## config.mk

```make
export PLATFORM = sky130hd
export DESIGN_NAME = quoted_word_tokenizer
export DESIGN_NICKNAME = d
export VERILOG_FILES = /design/src/hdl/qwt_pkg.sv /design/src/hdl/qwt_core.sv /design/src/hdl/qwt_outq.sv /design/src/hdl/quoted_word_tokenizer.sv
export SDC_FILE = /design/constraint.sdc
export NUM_CORES = 1
export LEC_CHECK = 0
export ABC_AREA = 1
export BUFFER_PORTS_ARGS = -buffer_cell sky130_fd_sc_hd__clkbuf_2
export CORE_MARGIN = 2
export CORE_UTILIZATION = 40
export DETAILED_ROUTE_END_ITERATION = 10
export MAX_ROUTING_LAYER = met4
export SYNTH_ARGS = -nofsm -noshare
export SYNTH_HDL_FRONTEND = slang
export SYNTH_SLANG_ARGS = --single-unit
```

## constraint.sdc

```tcl
create_clock -name clk -period 6.6 [get_ports clk]
set_input_delay 1.98 -clock clk [delete_from_list [all_inputs] [get_ports clk]]
set_output_delay 1.98 -clock clk [all_outputs]
set_load 0.03 [all_outputs]
```

## src/hdl/qwt_pkg.sv

```systemverilog
// Package: shared types and constants of the quoted word tokenizer.
package qwt_pkg;

	localparam logic [6:0] MAX_WORDS    = 7'd64;
	localparam logic [6:0] LEN_MAX      = 7'd95;  // word bytes kept per word, at most
	localparam logic [6:0] LIMIT_RESET  = 7'd64;
	localparam int unsigned RESULT_DEPTH = 4;

	localparam logic [7:0] CH_SPACE  = 8'h20;
	localparam logic [7:0] CH_TAB    = 8'h09;
	localparam logic [7:0] CH_CR     = 8'h0D;
	localparam logic [7:0] CH_LF     = 8'h0A;
	localparam logic [7:0] CH_SQUOTE = 8'h27;
	localparam logic [7:0] CH_DQUOTE = 8'h22;

	typedef enum logic [1:0] {
		KIND_BYTE = 2'd0,
		KIND_END  = 2'd1,
		KIND_DONE = 2'd2
	} kind_t;

	typedef enum logic [1:0] {
		ST_OK        = 2'd0,
		ST_TOO_MANY  = 2'd1,
		ST_UNMATCHED = 2'd2
	} status_t;

	typedef enum logic {
		MODE_DATA = 1'b0,
		MODE_EOI  = 1'b1
	} mode_t;

	typedef struct packed {
		kind_t       kind;
		logic [5:0]  word_index;
		logic [6:0]  position;
		logic [7:0]  out_byte;
		logic [6:0]  word_length;
		status_t     status;
		logic        last;
	} result_t;

	typedef struct packed {
		logic [1:0] count;  // 0, 1 or 2 results
		result_t    first;
		result_t    second;
	} core_out_t;

endpackage

```

## src/hdl/qwt_core.sv

```systemverilog
// Tokenizer state and per-byte decision logic.
module qwt_core (
	input  logic                clk,
	input  logic                arst_n,
	input  logic                go,
	input  logic                mode,
	input  logic [7:0]          in_byte,
	input  logic [6:0]          word_limit,
	output qwt_pkg::core_out_t  res
);

	logic       quoting_q;
	logic       dbl_q;
	logic [6:0] len_q;
	logic [6:0] words_q;
	logic       ovf_q;

	logic       quoting_d;
	logic       dbl_d;
	logic [6:0] len_d;
	logic [6:0] words_d;
	logic       ovf_d;

	logic [6:0] lim;
	logic       excess;
	logic       is_ws;
	logic       is_quote;
	logic [7:0] close_q;

	qwt_pkg::result_t blank;

	always_comb begin
		lim      = (word_limit > qwt_pkg::MAX_WORDS) ? qwt_pkg::MAX_WORDS : word_limit;
		excess   = (words_q >= lim);
		is_ws    = (in_byte == qwt_pkg::CH_SPACE) || (in_byte == qwt_pkg::CH_TAB) ||
		           (in_byte == qwt_pkg::CH_CR) || (in_byte == qwt_pkg::CH_LF);
		is_quote = (in_byte == qwt_pkg::CH_SQUOTE) || (in_byte == qwt_pkg::CH_DQUOTE);
		close_q  = dbl_q ? qwt_pkg::CH_DQUOTE : qwt_pkg::CH_SQUOTE;

		blank             = '0;
		blank.kind        = qwt_pkg::KIND_BYTE;
		blank.status      = qwt_pkg::ST_OK;
		blank.last        = 1'b1;

		quoting_d = quoting_q;
		dbl_d     = dbl_q;
		len_d     = len_q;
		words_d   = words_q;
		ovf_d     = ovf_q;

		res        = '0;
		res.first  = blank;
		res.second = blank;

		if (mode == qwt_pkg::MODE_EOI) begin
			res.second.kind = qwt_pkg::KIND_DONE;
			if (ovf_q) begin
				res.second.status = qwt_pkg::ST_TOO_MANY;
			end else if (quoting_q) begin
				res.second.status = qwt_pkg::ST_UNMATCHED;
			end else if ((len_q != 7'd0) && excess) begin
				res.second.status = qwt_pkg::ST_TOO_MANY;
			end else begin
				res.second.status = qwt_pkg::ST_OK;
			end
			if (!ovf_q && !quoting_q && !excess && (len_q != 7'd0)) begin
				res.count             = 2'd2;
				res.first.kind        = qwt_pkg::KIND_END;
				res.first.word_index  = words_q[5:0];
				res.first.word_length = len_q;
				res.first.last        = 1'b0;
			end else begin
				res.count = 2'd1;
				res.first = res.second;
			end
			quoting_d = 1'b0;
			dbl_d     = 1'b0;
			len_d     = '0;
			words_d   = '0;
			ovf_d     = 1'b0;
		end else if (!ovf_q) begin
			if (quoting_q && (in_byte == close_q)) begin
				quoting_d = 1'b0;
			end else if (!quoting_q && is_quote) begin
				quoting_d = 1'b1;
				dbl_d     = (in_byte == qwt_pkg::CH_DQUOTE);
			end else if (!quoting_q && is_ws) begin
				if (len_q != 7'd0) begin
					len_d = '0;
					if (excess) begin
						ovf_d = 1'b1;
					end else begin
						res.count             = 2'd1;
						res.first.kind        = qwt_pkg::KIND_END;
						res.first.word_index  = words_q[5:0];
						res.first.word_length = len_q;
						words_d               = words_q + 7'd1;
					end
				end
			end else if (len_q < qwt_pkg::LEN_MAX) begin
				len_d = len_q + 7'd1;
				if (!excess) begin
					res.count            = 2'd1;
					res.first.kind       = qwt_pkg::KIND_BYTE;
					res.first.word_index = words_q[5:0];
					res.first.position   = len_q;
					res.first.out_byte   = in_byte;
				end
			end
		end
	end

	always_ff @(posedge clk or negedge arst_n) begin
		if (!arst_n) begin
			quoting_q <= 1'b0;
			dbl_q     <= 1'b0;
			len_q     <= '0;
			words_q   <= '0;
			ovf_q     <= 1'b0;
		end else if (go) begin
			quoting_q <= quoting_d;
			dbl_q     <= dbl_d;
			len_q     <= len_d;
			words_q   <= words_d;
			ovf_q     <= ovf_d;
		end
	end

endmodule

```

## src/hdl/qwt_outq.sv

```systemverilog
// Small result queue: takes up to two results per cycle, gives one when out_ready is high.
module qwt_outq (
	input  logic                clk,
	input  logic                arst_n,
	input  logic                push,
	input  qwt_pkg::core_out_t  res,
	output logic                room2,
	output logic                out_valid,
	input  logic                out_ready,
	output qwt_pkg::result_t    out_res
);

	localparam int unsigned AW = $clog2(qwt_pkg::RESULT_DEPTH);

	qwt_pkg::result_t entry_q [qwt_pkg::RESULT_DEPTH];
	logic [AW-1:0]    wr_q;
	logic [AW-1:0]    rd_q;
	logic [AW:0]      cnt_q;
	logic [1:0]       n_in;
	logic             pop;

	always_comb begin
		n_in      = push ? res.count : 2'd0;
		out_valid = (cnt_q != '0);
		pop       = out_valid && out_ready;
		out_res   = entry_q[rd_q];
		room2     = (cnt_q <= (AW+1)'(qwt_pkg::RESULT_DEPTH - 2));
	end

	always_ff @(posedge clk) begin
		if (n_in != 2'd0) begin
			entry_q[wr_q] <= res.first;
		end
		if (n_in == 2'd2) begin
			entry_q[wr_q + AW'(1)] <= res.second;
		end
	end

	always_ff @(posedge clk or negedge arst_n) begin
		if (!arst_n) begin
			wr_q  <= '0;
			rd_q  <= '0;
			cnt_q <= '0;
		end else begin
			wr_q  <= wr_q + AW'(n_in);
			rd_q  <= rd_q + AW'(pop);
			cnt_q <= cnt_q + (AW+1)'(n_in) - (AW+1)'(pop);
		end
	end

endmodule

```

## src/hdl/quoted_word_tokenizer.sv

```systemverilog
// Top level: quoted word tokenizer with input register, core and result queue.
//
//   channel  | dir | tdata                                        | tuser | tlast
//   s_*      | in  | in_byte[7:0]                                 | mode  | -
//   m_*      | out | word_index, position, out_byte, word_length, | kind  | last
//            |     | status (low bits up), zero pad to 32         |       |
//   cfg_*    | in  | word_limit[6:0] in cfg_data                  | -     | -
//
// One input byte per cycle while s_tready is high. An end-of-input transfer that closes
// a word gives two results, which leave the output port one after the other; the result queue
// absorbs the second, and s_tready drops when the queue has no room for two results.
// An input transfer passes through the input register, the core and the result queue.
// arst_n clears the control state but not the data registers; word_limit returns to 64.
// Output stalls back up through the four-entry result queue into s_tready.
module quoted_word_tokenizer (
	input  logic        clk,
	input  logic        arst_n,
	input  logic        s_tvalid,
	output logic        s_tready,
	input  logic [7:0]  s_tdata,   // [7:0] in_byte
	input  logic        s_tuser,   // [0] mode
	output logic        m_tvalid,
	input  logic        m_tready,
	output logic [31:0] m_tdata,   // [5:0] word_index, [12:6] position, [20:13] out_byte,
	                               // [27:21] word_length, [29:28] status, [31:30] zero
	output logic [1:0]  m_tuser,   // [1:0] kind
	output logic        m_tlast,
	input  logic        cfg_valid,
	output logic        cfg_ready,
	input  logic [6:0]  cfg_data
);

	logic       valid_s1;
	logic       mode_s1;
	logic [7:0] byte_s1;
	logic [6:0] word_limit_q;
	logic       go;
	logic       room2;

	qwt_pkg::core_out_t core_res;
	qwt_pkg::result_t   out_res;

	assign cfg_ready = 1'b1;
	assign go        = valid_s1 && room2;
	assign s_tready  = !valid_s1 || room2;

	always_ff @(posedge clk or negedge arst_n) begin
		if (!arst_n) begin
			valid_s1     <= 1'b0;
			word_limit_q <= qwt_pkg::LIMIT_RESET;
		end else begin
			if (s_tready) begin
				valid_s1 <= s_tvalid;
			end
			if (cfg_valid) begin
				word_limit_q <= cfg_data;
			end
		end
	end

	always_ff @(posedge clk) begin
		if (s_tvalid && s_tready) begin
			mode_s1 <= s_tuser;
			byte_s1 <= s_tdata;
		end
	end

	qwt_core u_core (
		.clk        (clk),
		.arst_n     (arst_n),
		.go         (go),
		.mode       (mode_s1),
		.in_byte    (byte_s1),
		.word_limit (word_limit_q),
		.res        (core_res)
	);

	qwt_outq u_outq (
		.clk       (clk),
		.arst_n    (arst_n),
		.push      (go),
		.res       (core_res),
		.room2     (room2),
		.out_valid (m_tvalid),
		.out_ready (m_tready),
		.out_res   (out_res)
	);

	assign m_tdata = {2'b00, out_res.status, out_res.word_length, out_res.out_byte,
	                  out_res.position, out_res.word_index};
	assign m_tuser = out_res.kind;
	assign m_tlast = out_res.last;

endmodule
```

======== Word-level counts from Yosys, hierarchy flattened ========
Memory sizes are Yosys's and may differ from the RTL's.
Cells that the tools add are included.
storage, ports and cells
  input bits .............................. 21
  flip-flop bits (word level) ............. 41
  memories ................................ 1
  memory bits (writable) .................. 132
  output and inout port bits .............. 38
memory list
  memory          depth  bits a word  rd ports  clocked after Yosys merged registers in  write ports  RTL line        text
  u_outq.entry_q  4      33           1         0                                        2            qwt_outq.sv:15  qwt_pkg::result_t entry_q [qwt_pkg::RESULT_DEPTH];
operators by class
  $lt $le $gt $ge ......................... 4
  multiplexer cells ....................... 58
  add/sub/neg operators ................... 7
  equality and inequality tests ........... 13
  reductions and logical operators ........ 31
operator list
  cell                                                   number
  2-to-1 mux 7 bit                                       19
  2-to-1 mux 32 bit                                      4
  2-to-1 mux 24 bit                                      2
  2-to-1 mux 10 bit                                      3
  == test 8 x 4 -> 1 bit (second input constant)         3
  == test 8 x 6 -> 1 bit (second input constant)         3
  2-to-1 mux 1 bit                                       21
  2-to-1 mux 15 bit                                      1
  adder 7 x 1 -> 7 bit (second input constant)           2
  logical AND 1 bit                                      10
  2-to-1 mux 2 bit                                       5
  2-to-1 mux 9 bit                                       1
  nonzero test 3 bit                                     3
  == test 8 bit                                          1
  != test 2 bit (second input constant)                  4
  nonzero test 2 bit                                     4
  >= comparator 7 bit                                    1
  greater-than comparator 7 bit (second input constant)  1
  < comparator 7 bit (second input constant)             1
  AND reduction 7 bit                                    1
  nonzero test 7 bit                                     1
  AND reduction 6 bit                                    1
  logical OR 1 bit                                       5
  2-to-1 mux 5 bit                                       1
  12 further kinds                                       15

======== Logic depth before layout (Yosys ltp) ========
  depth after elaboration ................. 14
  depth in mapped cells ................... 20

======== By module ========
From an unflattened synthesis, not the netlist that was laid out.
second synthesis, totals
  cell total of the unflattened synthesis .. 1140
  area total of the unflattened synthesis .. 9912.0 µm²
modules (own cells, without submodules)
  module                 seq. area each (µm²)  area each (µm²)  times used  cells an instance
  qwt_outq               4139.0                7015.5           1           743
  qwt_core               425.4                 2257.2           1           346
  quoted_word_tokenizer  471.7                 639.4            1           51

======== Worst setup path before layout ========
OpenSTA, ideal clock, no wires.
  path type ............................... reg2out
  start point ............................. reg u_outq.rd_q[0]
  end point ............................... out m_tdata[27]
  stages on the path, launching flop included .. 6
  data required time ...................... 4.620 ns
  arrival ................................. 1.589 ns
  buffers on the path ..................... 2
  path slack .............................. 3.031 ns
  cells stage by stage .................... dfrtp_1 -> inv_1 -> clkbuf_1 -> clkbuf_1 -> a21oi_1 -> a21oi_1
on the way
  cells in the longest elaborated chain, start to end .. 1
RTL lines
  item                      RTL line                     text
  start, declared           qwt_outq.sv:17               logic [AW-1:0] rd_q;
  start signal, assigned    qwt_outq.sv:46               rd_q <= rd_q + AW'(pop);
  memory read (4 x 33 bit)  --
  end, declared             quoted_word_tokenizer.sv:24  output logic [31:0] m_tdata,
No other way between the ends.

======== Final worst setup path ========
  start point ............................. reg u_outq.rd_q[0]
  end point ............................... out m_tlast
on the way
  cells in the longest elaborated chain, start to end .. 1
RTL lines
  item                      RTL line                     text
  memory read (4 x 33 bit)  --
  end, declared             quoted_word_tokenizer.sv:27  output logic m_tlast,
No other way between the ends.

==> out/results.ini <==
[status]
status = complete, no violations

[timing]
tightest_slew_ns = 1.21
fin_skew_ns = 0.0110
rsz0062_at_grt = false
timing.final.crit_share_pct = 73.2
fin_tns_setup_ns = 0
setup_viol = 0
period_minus_slack_ns = 4.83
maxSlewHeadroom_pct = 19.5
slew_viol_final = 0
fmaxAchievable_mhz = 207
finalHoldViolations = 0

[synthesis]
synth_edf_count = 21
ys_seq_elements = 173
syn_avg_cell_area_um2 = 7.11
yosysUniqueCellTypes = 41
ys_seq_area_share_pct = 42.6
netlist_area_um2 = 8990
synth-main-ff-cell = dfxtp_1
ys_async_sr_fraction_pct = 18.5
synthCells = 1265
ys_warn_count = 0

[placed_design]
gp_congestion = 0.805
place_area_um2 = 9210
portBuffers = 55
hpwl_um = 14400

[pwr]
powerDensity_nw_per_um2 = 586
p_sw_mw = 2.76
p_int_mw = 3.00
share_seq_of_total_power_pct = 31.9
combinationalPowerShare_pct = 49.9
peakVddDrop_mv = 0.280
p_leak_nw = 4.79
p_sw_share_pct = 48.0
clockPowerShare_pct = 18.2

[cts]
cts-buffers-inserted = 17
hold_buffers = 0
path_clk_slew_ns = 0.07
clockRootBuffer = clkbuf_16
clk_latency_ns = 0.43
postCtsSetupBuffers = 0
cts_sinks = 173
htreeDepth = 4
cts_tree = built
cts_resized = 0
clockBufferDepth = 2

[die]
core_area_um2 = 22000
die_h_um = 154
fp.dieW_um = 154
io_pins = 59
dieArea_um2 = 23700
row_count = 54
start_util_pct = 41.0

[critical_path]
slowest_delay_ns = 0.90
worstPathCellList = buf_4 -> inv_2 -> o21ai_0 -> o22ai_1 -> clkbuf_2
path_buf_inv = 3
required_ns = 4.62
worstReg2RegEnd = u_outq.entry_q[1][19]$_SDFFE_PP0P_
slowest_stage = inv_2
path_class = flip-flop to output pin
path_delay_family = buffers and inverters
crit_path_end_kind = output pin
r2r-start = word_limit_q[0]$_DFFE_PN0P_
cp_max_fo = 67
reg2reg_depth = 19
cp-start-kind = flip-flop
cp_data_arrival_time_ns = 2.85
r2r_slack_ns = 2.33

[global_route]
antenna_found_initial = 0
grt_usage_pct = 20.9
grt_max_degree = 142
grt_overflow = 0
grt_pass1_wl_um = 38800
grt_pass1_vias = 7370

[hold_path]
worstHoldPathCells = 2
worst_hold_path.endpoint = u_outq.entry_q[0][0]$_SDFFE_PP1P_
hp-start = u_outq.entry_q[0][0]$_SDFFE_PP1P_
min_path_type = flip-flop to flip-flop

[final_layout]
diodes = 0
final_common_cell = nand2_1
nNetsFinal = 1295
layout-drive-gt1-share_pct = 9.99
syn2layout_area_growth_pct = 9.21
design_area_um2 = 9820
layout_common_cells = 237 x nand2_1, 228 x nor2_1, 150 x nand3_1, 120 x a21oi_1, 120 x dfxtp_1
num-fill-cells = 2294

[routing]
antenna_left = 0
drt-total-wl_um = 23700
vias = 8115
first_pass_iters = 6
route.detailed.drc = 0
wl_per_cell_um = 15.3
vias_per_cell = 5.23
drt-initial-drc-count = 708

[run]
maxCapViolCount = 0

[cells in the mapped netlist (2+ instances only)]
master	n	area, um2
nor2_2	2	12.5
nand2_1	237	890
nand2_2	6	37.5
ha_1	15	188
buf_6	17	191
buf_1	6	22.5
clkinv_1	2	7.51
o21ai_0	85	425
nor2_1	231	867
nand4_1	5	31.3
nand3_1	150	751
dfxtp_1	120	2400
a21oi_1	120	601
o22ai_1	32	200
nand2_4	2	22.5
buf_2	13	65.1
xor2_1	10	87.6
nor3_1	5	25.0
inv_2	5	18.8
buf_8	2	30.0
edfxtp_1	21	631
nor4_1	2	12.5
nor3_2	2	20.0
conb_1	2	7.51
mux2_2	2	22.5
nor2_4	2	22.5
dfrtp_1	31	776
clkbuf_1	52	195
o21ai_1	5	25.0
inv_1	68	255
buf_4	3	22.5
[power groups by stage]
stage | registers (mW) | logic (mW) | clock network [mW]
4_1_cts | 1.84 | 2.89 | 1.07
3_5_place_dp | 1.85 | 2.88 | 0
6_report | 1.84 | 2.87 | 1.05
2_1_floorplan | 1.77 | 2.38 | 0
3_3_place_gp | 1.84 | 2.84 | 0
5_1_grt | 1.89 | 3.23 | 1.12
[layout make-up]
class | count | area (um2) | share of cell area [%]
inverters | 75 | 282 | 2.87
repair buffers | 66 | 358 | 3.64
flip-flops and latches | 173 | 3840 | 39.1
well taps | 280 | 350 | 3.57
clock buffers | 22 | 484 | 4.93
multi-input cells | 925 | 4390 | 44.7
clock inverters | 10 | 126 | 1.29
[tightest hold or removal path: cells and delay by family (launching register included)]
family	cells	cell delay, ns
DFF	1	0.33
and+or+nand+nor	2	0.10
[state kept, by name, indices dropped and copies added, names as in the netlist]
signal and flops:
word_limit_q 7, valid_s1 1, u_core.ovf_q 1, mode_s1 1, u_outq.cnt_q 3, u_core.dbl_q 1, u_outq.wr_q 2, u_core.quoting_q 1
u_outq.entry_q 132, u_core.words_q 7, byte_s1 8, u_core.len_q 7, u_outq.rd_q 2
[how the worst max path moves through the flow]
stage	slack [ns]	depth (start not counted)	start	endpoint
6_report	1.77	5	u_outq.rd_q[0]$_DFF_PN0_	m_tlast
3_5_place_dp	2.24	5	u_outq.rd_q[0]$_DFF_PN0_	m_tdata[10]
5_1_grt	1.55	5	u_outq.rd_q[0]$_DFF_PN0_	m_tdata[10]
3_3_place_gp	2.23	5	u_outq.rd_q[0]$_DFF_PN0_	m_tdata[10]
2_1_floorplan	3.03	5	u_outq.rd_q[0]$_DFF_PN0_	m_tdata[27]
4_1_cts	1.74	5	u_outq.rd_q[0]$_DFF_PN0_	m_tlast
[routing by layer]
layer  share of wire, %  wire [um]  track usage [%]  up-vias
met5                  0          0                -        -
met4                1.0        242             5.38        0
met3                5.6       1340             4.14       21
met2                 45      10600             31.4      215
met1                 48      11400             28.8     3722
li1                   -          -                -     4157
[through the flow]
stage	power (mW)	util, %	cells	hold WS (ns)	setup WS [ns]
2_1_floorplan	4.15	-	1266	0.424	3.03
3_3_place_gp	4.69	42.0	1519	0.442	2.23
3_5_place_dp	4.73	42.0	1519	0.444	2.24
4_1_cts	5.79	44.7	1551	0.465	1.74
5_1_grt	6.24	44.7	1551	0.489	1.55
6_report	5.76	44.7	1551	0.464	1.77
[logic make-up after synthesis]
family | after synthesis | share of synthesized area (%)
AOI/OAI and AO/OA | 248 | 14.6
xor gates and xnor gates | 11 | 1.07
adders and majority gates | 16 | 2.31
buffers and inverters | 168 | 8.99
DFF | 173 | 42.6
muxes | 2 | 0.250
other | 2 | 0.0835
and+or+nand+nor | 645 | 30.0
(Power assumes the default switching activity.)
